<file path="config.mk">
export PLATFORM = sky130hd
export DESIGN_NAME = next_prime_trial_division
export DESIGN_NICKNAME = d
export VERILOG_FILES = /design/src/npt_pkg.sv /design/src/npt_datapath.sv /design/src/npt_ctrl.sv /design/src/next_prime_trial_division.sv
export SDC_FILE = /design/constraint.sdc
export NUM_CORES = 1
export LEC_CHECK = 0
export ABC_AREA = 1
export CORE_MARGIN = 2
export CORE_UTILIZATION = 50
export DETAILED_ROUTE_END_ITERATION = 12
export DONT_BUFFER_PORTS = 1
export HOLD_SLACK_MARGIN = 0.05
export PLACE_DENSITY_LB_ADDON = 0.3
export SLEW_MARGIN = 25
export SYNTH_ARGS = -nofsm -noshare
export SYNTH_HDL_FRONTEND = slang
export SYNTH_SLANG_ARGS = --single-unit
</file>
<file path="constraint.sdc">
create_clock -name clk -period 4 [get_ports clk]
set_input_delay 0.4 -clock clk [delete_from_list [all_inputs] [get_ports clk]]
set_output_delay 0.4 -clock clk [all_outputs]
set_load 0.03 [all_outputs]
</file>
<file path="src/npt_pkg.sv">
// ----------------------------------------------------------------------------
// npt_pkg
// Shared types and constants for the next prime trial division block.
// ----------------------------------------------------------------------------
package npt_pkg;

  localparam int unsigned OUT_BITS      = 32;
  localparam int unsigned FIRST_DIVISOR = 2;

  typedef enum logic [2:0] {
    ST_IDLE,
    ST_NEXT,
    ST_CHECK,
    ST_DIV,
    ST_EVAL,
    ST_FOUND,
    ST_OVF
  } npt_state_t;

  typedef struct packed {
    logic load;
    logic inc_cand;
    logic div_start;
    logic div_step;
    logic next_div;
    logic capture;
    logic capture_ovf;
  } npt_cmd_t;

  typedef struct packed {
    logic cand_at_limit;
    logic cand_lt_first;
    logic sq_gt_cand;
    logic div_last;
    logic rem_zero;
  } npt_status_t;

endpackage

</file>
<file path="src/npt_datapath.sv">
// ----------------------------------------------------------------------------
// npt_datapath
// Candidate, divisor and square registers, bit serial remainder unit and
// result register.
// ----------------------------------------------------------------------------
module npt_datapath #(
  parameter int unsigned VALUE_BITS = 32
) (
  input  logic                             clk,
  input  npt_pkg::npt_cmd_t                cmd,
  input  logic [npt_pkg::OUT_BITS-1:0]     start_value,
  output npt_pkg::npt_status_t             status,
  output logic [npt_pkg::OUT_BITS-1:0]     prime_found,
  output logic                             overflow
);
  import npt_pkg::*;

  localparam int unsigned W   = VALUE_BITS;
  localparam int unsigned SQW = VALUE_BITS + 1;
  localparam int unsigned CW  = $clog2(VALUE_BITS + 1);

  logic [W-1:0]        cand_r;
  logic [W-1:0]        div_r;
  logic [SQW-1:0]      sq_r;
  logic [W-1:0]        dvd_r;
  logic [W-1:0]        rem_r;
  logic [CW-1:0]       cnt_r;
  logic [OUT_BITS-1:0] prime_r;
  logic                ovf_r;

  logic [63:0]         start_ext;
  logic [63:0]         cand_ext;
  logic [W-1:0]        start_w;
  logic [W:0]          rem_sh;
  logic [W:0]          rem_sub;
  logic [W-1:0]        rem_nxt;
  logic [SQW-1:0]      sq_nxt;

  assign start_ext = 64'(start_value);
  assign start_w   = start_ext[W-1:0];
  assign cand_ext  = 64'(cand_r);

  // one restoring division step
  assign rem_sh  = {rem_r, dvd_r[W-1]};
  assign rem_sub = rem_sh - {1'b0, div_r};
  assign rem_nxt = rem_sub[W] ? rem_sh[W-1:0] : rem_sub[W-1:0];

  // (d+1)^2 = d^2 + 2d + 1
  assign sq_nxt = sq_r + {div_r, 1'b1};

  always_comb begin
    status.cand_at_limit = &cand_r;
    status.cand_lt_first = cand_r < W'(FIRST_DIVISOR);
    status.sq_gt_cand    = sq_r > {1'b0, cand_r};
    status.div_last      = cnt_r == CW'(1);
    status.rem_zero      = rem_r == '0;
  end

  always_ff @(posedge clk) begin
    if (cmd.load) begin
      cand_r <= start_w;
    end
    if (cmd.inc_cand) begin
      cand_r <= cand_r + W'(1);
      div_r  <= W'(FIRST_DIVISOR);
      sq_r   <= SQW'(FIRST_DIVISOR * FIRST_DIVISOR);
    end
    if (cmd.div_start) begin
      dvd_r <= cand_r;
      rem_r <= '0;
      cnt_r <= CW'(W);
    end
    if (cmd.div_step) begin
      dvd_r <= {dvd_r[W-2:0], 1'b0};
      rem_r <= rem_nxt;
      cnt_r <= cnt_r - CW'(1);
    end
    if (cmd.next_div) begin
      div_r <= div_r + W'(1);
      sq_r  <= sq_nxt;
    end
    if (cmd.capture) begin
      prime_r <= cand_ext[OUT_BITS-1:0];
      ovf_r   <= 1'b0;
    end
    if (cmd.capture_ovf) begin
      prime_r <= '0;
      ovf_r   <= 1'b1;
    end
  end

  assign prime_found = prime_r;
  assign overflow    = ovf_r;

endmodule

</file>
<file path="src/npt_ctrl.sv">
// ----------------------------------------------------------------------------
// npt_ctrl
// Sequencer for the candidate search and the per divisor remainder test,
// plus the output word valid flag.
// ----------------------------------------------------------------------------
module npt_ctrl (
  input  logic                 clk,
  input  logic                 rst_n,
  input  logic                 in_valid,
  output logic                 in_ready,
  output logic                 out_valid,
  input  logic                 out_ready,
  input  npt_pkg::npt_status_t status,
  output npt_pkg::npt_cmd_t    cmd
);
  import npt_pkg::*;

  npt_state_t state_r;
  npt_state_t state_nxt;
  logic       out_valid_r;
  logic       out_valid_nxt;
  logic       slot_free;

  assign slot_free = !out_valid_r || out_ready;

  always_comb begin
    state_nxt = state_r;
    case (state_r)
      ST_IDLE: begin
        if (in_valid) state_nxt = ST_NEXT;
      end
      ST_NEXT: begin
        state_nxt = status.cand_at_limit ? ST_OVF : ST_CHECK;
      end
      ST_CHECK: begin
        if (status.cand_lt_first)   state_nxt = ST_NEXT;
        else if (status.sq_gt_cand) state_nxt = ST_FOUND;
        else                        state_nxt = ST_DIV;
      end
      ST_DIV: begin
        if (status.div_last) state_nxt = ST_EVAL;
      end
      ST_EVAL: begin
        state_nxt = status.rem_zero ? ST_NEXT : ST_CHECK;
      end
      ST_FOUND, ST_OVF: begin
        if (slot_free) state_nxt = ST_IDLE;
      end
      default: state_nxt = ST_IDLE;
    endcase
  end

  always_comb begin
    cmd = '0;
    case (state_r)
      ST_IDLE:  cmd.load        = in_valid;
      ST_NEXT:  cmd.inc_cand    = !status.cand_at_limit;
      ST_CHECK: cmd.div_start   = !status.cand_lt_first && !status.sq_gt_cand;
      ST_DIV:   cmd.div_step    = 1'b1;
      ST_EVAL:  cmd.next_div    = !status.rem_zero;
      ST_FOUND: cmd.capture     = slot_free;
      ST_OVF:   cmd.capture_ovf = slot_free;
      default:  cmd = '0;
    endcase
  end

  assign out_valid_nxt = cmd.capture || cmd.capture_ovf || (out_valid_r && !out_ready);

  always_ff @(posedge clk) begin
    if (!rst_n) begin
      state_r     <= ST_IDLE;
      out_valid_r <= 1'b0;
    end else begin
      state_r     <= state_nxt;
      out_valid_r <= out_valid_nxt;
    end
  end

  assign in_ready  = state_r == ST_IDLE;
  assign out_valid = out_valid_r;

endmodule

</file>
<file path="src/next_prime_trial_division.sv">
// ----------------------------------------------------------------------------
// next_prime_trial_division
// Returns the smallest prime above the start value by trial division.
//
//   channel | ports                              | direction
//   in      | in_valid, in_ready, in_start_value | word in
//   out     | out_valid, out_ready,              | word out
//           | out_prime_found, out_overflow      |
//
// each divisor tried runs a check, one remainder bit per cycle and an evaluate
// step; a composite candidate adds a next candidate step to its divisors, the
// prime one that and a final check; accepting the word and loading the result add a step each
// one word in flight; the next word is taken while the result waits in the
// output register, but the search only finishes once that register is free
// synchronous active low reset clears the sequencer and the output valid flag
// ----------------------------------------------------------------------------
module next_prime_trial_division #(
  parameter int unsigned VALUE_BITS = 32
) (
  input  logic                         clk,
  input  logic                         rst_n,
  input  logic                         in_valid,
  output logic                         in_ready,
  input  logic [npt_pkg::OUT_BITS-1:0] in_start_value,
  output logic                         out_valid,
  input  logic                         out_ready,
  output logic [npt_pkg::OUT_BITS-1:0] out_prime_found,
  output logic                         out_overflow
);
  import npt_pkg::*;

  npt_cmd_t    cmd;
  npt_status_t status;

  npt_ctrl u_ctrl (
    .clk       (clk),
    .rst_n     (rst_n),
    .in_valid  (in_valid),
    .in_ready  (in_ready),
    .out_valid (out_valid),
    .out_ready (out_ready),
    .status    (status),
    .cmd       (cmd)
  );

  npt_datapath #(
    .VALUE_BITS (VALUE_BITS)
  ) u_datapath (
    .clk         (clk),
    .cmd         (cmd),
    .start_value (in_start_value),
    .status      (status),
    .prime_found (out_prime_found),
    .overflow    (out_overflow)
  );

  // a word taken starts a search that holds off the next one
  assert property (@(posedge clk) disable iff (!rst_n)
    in_valid && in_ready |=> !in_ready)
    else $error("input taken while search in progress");

  // overflow words carry zero
  assert property (@(posedge clk) disable iff (!rst_n)
    out_valid && out_overflow |-> out_prime_found == '0)
    else $error("overflow word with nonzero prime");

  // a found prime is two or odd
  assert property (@(posedge clk) disable iff (!rst_n)
    out_valid && !out_overflow |->
      (out_prime_found[0] || out_prime_found == OUT_BITS'(FIRST_DIVISOR)))
    else $error("even result other than two");

  // result register only loads when its word is gone or leaving
  assert property (@(posedge clk) disable iff (!rst_n)
    (cmd.capture || cmd.capture_ovf) |-> (!out_valid || out_ready))
    else $error("result overwritten before taken");

endmodule

</file>
==> flow_summary.toml, run 1 <==
[clock_tree]
h-tree-depth = 1
cts_max_path_buffers = 3
cts_buffers = 24
insertion_delay_ns = 0.54
cts_tree = "done"
cts_sinks = 204
cts_resized = 0
path_clk_slew_ns = 0.07
cts-root-buf = "clkbuf_16"

[floorplanning]
die_h_um = 175
core-area_um2 = 28700
die-area_um2 = 30600
die_w_um = 175
ios = 71
start_util_pct = 50.9
fp-row-count = 62

[power]
power_frac_seq_pct = 31.1
comb_power_share_pct = 52.7
vdd_drop_max_uv = 366
p_sw_w = 0.00734
p_sw_share_pct = 49.8
p_clk_share_pct = 16.2
power_w = 0.0147
p_int_w = 0.00739
leakage_nw = 7.06
powerDensity_nw_per_um2 = 921

[synth]
postSynthAreaPerCell_um2 = 7.56
synth.top_cell.area_share_pct = 34.1
syn-num-nets = 2070
yosys-top-cells-area = "edfxtp_1, nand2_1, ha_1"
async_flop_share_pct = 0
postSynthCellCount = 1933
synth_most_common_cell = "nand2_1"
yosysTopAreaCell = "edfxtp_1"
synth_cell_type_count = 53
ys_ff_latch = 204
seq_area_frac_synth_pct = 39.3
ys_warn_count = 0
synth_edf_count = 166
ys_top_cells_by_count = "nand2_1, inv_1, nor2_1"
syn-cell-area_um2 = 14600
synthFlopType = "edfxtp_1"

[critical_path]
worst_path_most_repeated_cell = "nand2_1"
cp_slowest_stage_delay_ns = 0.47
slowest_stage = "nor4_1"
crit_cells = 11
critical_path_class = "flip-flop to flip-flop"
crit_start = "u_datapath.cand_r[6]$_DFFE_PP_"
cpLargestDelayFamily = "simple AND/OR/NAND/NOR gates"
crit_path_max_fanout = 33
crit_buf_inv = 2
crit_path_end_kind = "flip-flop"
r2r_cells = 11
r2r_end = "u_datapath.rem_r[24]$_SDFFCE_PN0P_"
required_ns = 4.16
crit_arrival_ns = 3.75
worstSetupStartpointType = "flip-flop"
r2r_start = "u_datapath.cand_r[6]$_DFFE_PP_"
path_cells = "inv_1 > ha_1 > nand2_1 > nor2_1 > nand3_1 > nor4_1 > nand3_1 > nand2_1 > nand2_1 > nand2_2 > buf_4"
r2r_slack_ns = 0.41

[final_layout]
final_nets = 2083
drive_gt1_share_pct = 5.14
antenna_cells = 0
syn_to_final_growth_pct = 9.51
num-fill-cells = 2656
finalNonFillerCells = 2348

[global_routing]
grtUsageTotal_pct = 24.9
grt_max_degree = 67
first_global_vias = 11700
grt.overflow.total = 0
grt_pass1_wl_um = 62000
grt_antenna_before_repair = 0

[routing]
wl_met3_um = 2630
topRoutingLayerUsed = "met4"
vias = 12900
drt-vias-per-instance = 5.51
drt_pass1_iterations = 5
wl_met1_um = 18600
drc = 0
ant_nets = 0
dr_wl_met2_um = 16900
wirelength_um = 38800
post_drt_wl_per_cell_um = 16.5
drtIter0Drc = 1329

[placed_design]
dp_hpwl_um = 29800
placedCellCount = 2294
portBuffers = 0
gp_congestion = 1.02

[sta]
fin_skew_ns = 0.0253
maxSlewHeadroom_pct = 38.4
holdWs_ns = 0.0587
finalCritPeriodShare_pct = 89.8
setup_tns_ns = 0
fmax_mhz = 278
setup-violations-final = 0
rsz0062_at_grt = "false"
final_max_slew_viol_count = 0
tightest_slew_ns = 0.923
layout_min_cycle_time_ns = 3.59
hold_viol = 0

[job]
cap_viol_max_count = 0

[min_path]
hp-class = "input port to flip-flop"
hold_depth = 2
whs_endpoint = "u_datapath.cand_r[16]$_DFFE_PP_"
worstHoldStart = "in_start_value[16]"

[run_status]
status = "complete, no violations"
==> cell usage in the layout, fill, tap and decap left out, types with 12 or more instances in the layout <==
master	n
nand2_1	476
inv_1	258
nor2_1	231
edfxtp_1	166
a21oi_1	153
o21ai_0	135
ha_1	99
nand3_1	71
xor2_1	60
nor3_1	38
dfxtp_1	38
nand4_1	31
clkbuf_16	24
nor4_1	19
o21bai_1	18
buf_4	12
==> per-layer routing <==
layer	GRT usage, %	up-vias
met5	0	-
met4	4.69	0
met3	2.63	39
met2	38.0	411
met1	38.5	5996
li1	-	6480
==> cells by family (layout without fill, tap and decap cells) <==
group	Yosys count	after routing	synth area share (%)
AOI/OAI and AO/OA	353	353	13.1
and+or+nand+nor	910	910	26.8
DFF	204	204	39.3
xor gates and xnor gates	65	65	3.90
buffers and inverters	300	331	8.06
adders and majority gates	101	101	8.75
==> final cells by class <==
class                           instances  area [um^2]  area share (%)
Sequential cell                       204         5750            35.9
Inverter                              263          987            6.17
Clock buffer                           29          629            3.93
Tap cell                              384          480            3.00
Multi-Input combinational cell       1429         7700            48.2
Clock inverter                         15          219            1.37
Timing Repair Buffer                   24          230            1.44
==> worst max path at each step <==
| stage | endpoint | slack (ns) |
|---|---|---|
| 3_5_place_dp | u_datapath.rem_r[31]$_SDFFCE_PN0P_ | 0.59 |
| 6_report | u_datapath.rem_r[24]$_SDFFCE_PN0P_ | 0.41 |
| 3_3_place_gp | u_datapath.rem_r[31]$_SDFFCE_PN0P_ | 0.60 |
| 2_1_floorplan | u_datapath.cnt_r[0]$_SDFFCE_PN0P_ | 0.37 |
| 5_1_grt | u_datapath.rem_r[31]$_SDFFCE_PN0P_ | 0.26 |
| 4_1_cts | u_datapath.rem_r[24]$_SDFFCE_PN0P_ | 0.55 |
==> flip-flops by register name, indices dropped and copies added (netlist names) <==
register and flops:
u_datapath.sq_r 33, u_datapath.cand_r 32, u_datapath.div_r 32, u_datapath.dvd_r 32
u_datapath.prime_found 32, u_datapath.rem_r 32, u_datapath.cnt_r 6, u_ctrl.state_r 3
u_ctrl.out_valid 1, u_datapath.overflow 1
==> stage by stage <==
stage / setup WS [ns] / utilization, % / area, um^2
2_1_floorplan: 0.366 / - / 14600
3_3_place_gp: 0.597 / 52.4 / 15000
3_5_place_dp: 0.592 / 52.4 / 15000
4_1_cts: 0.551 / 55.7 / 16000
5_1_grt: 0.256 / 55.7 / 16000
6_report: 0.408 / 55.7 / 16000
==> worst reg2reg max path, cell delays in order, from the launching register on <==
cell,delay [ns]
edfxtp_1,0.45
inv_1,0.16
ha_1,0.33
nand2_1,0.06
nor2_1,0.24
nand3_1,0.23
nor4_1,0.48
nand3_1,0.19
nand2_1,0.16
nand2_1,0.31
nand2_2,0.16
buf_4,0.43
==> power by group through the flow <==
stage	clock network [W]	logic (W)	registers, W
after floorplan	0	0.00585	0.00436
after global placement	0	0.00748	0.00460
after detailed placement	0	0.00761	0.00461
after CTS	0.00241	0.00768	0.00458
after global routing	0.00248	0.00881	0.00469
final	0.00238	0.00777	0.00458
==> what timing repair did <==
item                      CTS  global route
buffers inserted            0             0
hold endpoints to repair   13             0
hold buffers               10             0
(Power assumes the default switching activity.)
==> inputs of run 2 (changes only) <==
--- a/config.mk
+++ b/config.mk
@@ -6,6 +6,7 @@
 export NUM_CORES = 1
 export LEC_CHECK = 0
 export ABC_AREA = 1
+export CAP_MARGIN = 20
 export CORE_MARGIN = 2
 export CORE_UTILIZATION = 50
 export DETAILED_ROUTE_END_ITERATION = 12
@@ -15,4 +16,5 @@
 export SLEW_MARGIN = 25
 export SYNTH_ARGS = -nofsm -noshare
 export SYNTH_HDL_FRONTEND = slang
+export SYNTH_HIERARCHICAL = 1
 export SYNTH_SLANG_ARGS = --single-unit
==> run 2 against run 1 <==
Die area is 5.0% higher. Via count is 12% higher. Highest routed layer unchanged. Count of clock-buffer cells in the layout grew 4. Hold slack improved by 0.010 ns. Register-to-register slack gained 0.13 ns. Global-route usage is 2.8 points higher. Setup slack improved by 0.13 ns. Combinational power is 6.0% higher. Non-clock buffer count up 6. Maximum frequency increased by 3.8%.
==> flow_summary.toml, run 2 <==
[run_status]
status = "complete, no violations"

[synth]
synth_edf_count = 166
ys_warn_count = 6
seq_area_frac_synth_pct = 37.4
ys_top_cells_by_count = "nand2_1, inv_1, nor2_1"
async_flop_share_pct = 0
syn-cell-area_um2 = 15400
yosysTopAreaCell = "edfxtp_1"
ys_ff_latch = 204
synth_cell_type_count = 48
postSynthAreaPerCell_um2 = 6.97
postSynthCellCount = 2203
synth.top_cell.area_share_pct = 32.5
synth_most_common_cell = "nand2_1"
syn-num-nets = 2340
yosys-top-cells-area = "edfxtp_1, nand2_1, ha_1"
synthFlopType = "edfxtp_1"

[power]
powerDensity_nw_per_um2 = 914
comb_power_share_pct = 53.6
power_frac_seq_pct = 31.3
p_sw_w = 0.00789
p_int_w = 0.00747
vdd_drop_max_uv = 400
p_clk_share_pct = 15.1
p_sw_share_pct = 51.4
leakage_nw = 7.90

[floorplanning]
die_h_um = 179
ios = 71
start_util_pct = 50.5
die_w_um = 179
fp-row-count = 64
die-area_um2 = 32100
core-area_um2 = 30400

[global_routing]
grt_antenna_before_repair = 0
grt_pass1_wl_um = 70200
first_global_vias = 13400
grt_max_degree = 66
grtUsageTotal_pct = 27.8
grt.overflow.total = 0

[critical_path]
crit_path_end_kind = "flip-flop"
required_ns = 4.14
slowest_stage = "nor4_1"
crit_arrival_ns = 3.60
critical_path_class = "flip-flop to flip-flop"
path_cells = "ha_1 > nand2_1 > nor2_1 > nand2_1 > nor4_1 > nand3_1 > nor3_1 > nand3_1 > nor2_1 > nor2_2 > buf_4 > clkinv_1 > nand2_2 > buf_4"
crit_path_max_fanout = 65
cp_slowest_stage_delay_ns = 0.41
worstSetupStartpointType = "flip-flop"

[routing]
drt-vias-per-instance = 5.51
post_drt_wl_per_cell_um = 17.0
vias = 14500
ant_nets = 0
drt_pass1_iterations = 6
drtIter0Drc = 1533
drc = 0
wirelength_um = 44600

[sta]
layout_min_cycle_time_ns = 3.46
finalCritPeriodShare_pct = 86.5
hold_viol = 0
setup_tns_ns = 0
fmax_mhz = 289
maxSlewHeadroom_pct = 39.5
final_max_slew_viol_count = 0
tightest_slew_ns = 0.907
setup-violations-final = 0
rsz0062_at_grt = "false"
fin_skew_ns = 0.0320

[placed_design]
gp_congestion = 0.956
portBuffers = 0
placedCellCount = 2562
dp_hpwl_um = 33800

[clock_tree]
cts-root-buf = "clkbuf_16"
cts_resized = 0
insertion_delay_ns = 0.54
path_clk_slew_ns = 0.06
h-tree-depth = 1
cts_buffers = 25
cts_tree = "done"
cts_max_path_buffers = 3
cts_sinks = 204

[final_layout]
finalNonFillerCells = 2627
drive_gt1_share_pct = 4.53
num-fill-cells = 2918
largest_reg_flops = 33
layout_common_cells = "nand2_1, inv_1, nor2_1, edfxtp_1, nand3_1"
layout_commonest_cell = "nand2_1"
top_register = "u_datapath/sq_r"
final_nets = 2349
syn_to_final_growth_pct = 9.45
antenna_cells = 0

[job]
cap_viol_max_count = 0

[min_path]
hp-class = "input port to flip-flop"
run 2: area by class of cell:
class | instances | area (um^2) | share of cell area, %
tap | 396 | 495 | 2.95
multi-input combinational | 1629 | 8200 | 48.8
clock inverter | 13 | 128 | 0.759
timing repair buffer | 30 | 308 | 1.83
clock buffer | 33 | 718 | 4.27
sequential | 204 | 5750 | 34.2
inverter | 322 | 1210 | 7.19
run 2: cells by family (layout without fill, tap and decap cells):
group	after synthesis	after routing	share of synthesized area (%)
compound gates	293	293	10.1
xor+xnor	27	27	1.54
fa+ha+maj	101	101	8.33
buf+inv	370	398	9.26
flops	204	204	37.4
simple gates	1208	1208	33.4
run 2: critical path: cells and delay by family (launching register included):
kind | cells | cell delay (ns)
fa+ha+maj | 1 | 0.22
simple gates | 10 | 1.63
flops | 1 | 0.40
buf+inv | 3 | 0.70
run 2: final timing paths:
check,from,endpoint,slack (ns),depth (start not counted)
max,u_datapath/cand_r[1]$_DFFE_PP_,u_datapath/div_r[14]$_SDFFCE_PN0P_,0.54,14
max reg2reg,u_datapath/cand_r[1]$_DFFE_PP_,u_datapath/div_r[14]$_SDFFCE_PN0P_,0.54,14
min reg2reg,u_datapath/dvd_r[14]$_DFFE_PP_,u_datapath/dvd_r[15]$_DFFE_PP_,0.52,2
min,in_start_value[13],u_datapath/cand_r[13]$_DFFE_PP_,0.07,2
run 2: metal layers:
layer / global-route usage, % / vias up / part of all wire (%)
met5: 0 / - / 0
met4: 8.94 / 0 / 3.3
met3: 3.63 / 93 / 8.2
met2: 44.3 / 582 / 44
met1: 38.9 / 6573 / 44
li1: - / 7237 / -
run 2: what timing repair did:
action / 4_1_cts / 5_1_grt
buffers inserted: 0 / 0
hold endpoints to repair: 21 / 0
hold buffers: 18 / 0
run 2: power by group through the flow:
stage	registers [W]	logic [W]	clock network, W
detailed placement	0.00481	0.00803	0
finish	0.00480	0.00824	0.00232
global placement	0.00478	0.00787	0
CTS	0.00477	0.00811	0.00235
floorplan	0.00440	0.00615	0
global route	0.00489	0.00934	0.00243
run 2: stage by stage:
stage          util, %  cell area (um^2)  hold slack [ns]  power (W)  setup WS, ns
3_5_place_dp      51.8             15800            0.505     0.0128         0.702
4_1_cts           55.2             16800           0.0524     0.0152         0.653
2_1_floorplan        -             15400            0.478     0.0106         0.102
6_report          55.2             16800           0.0692     0.0154         0.540
3_3_place_gp      51.8             15800            0.503     0.0127         0.765
5_1_grt           55.2             16800           0.0655     0.0167         0.390
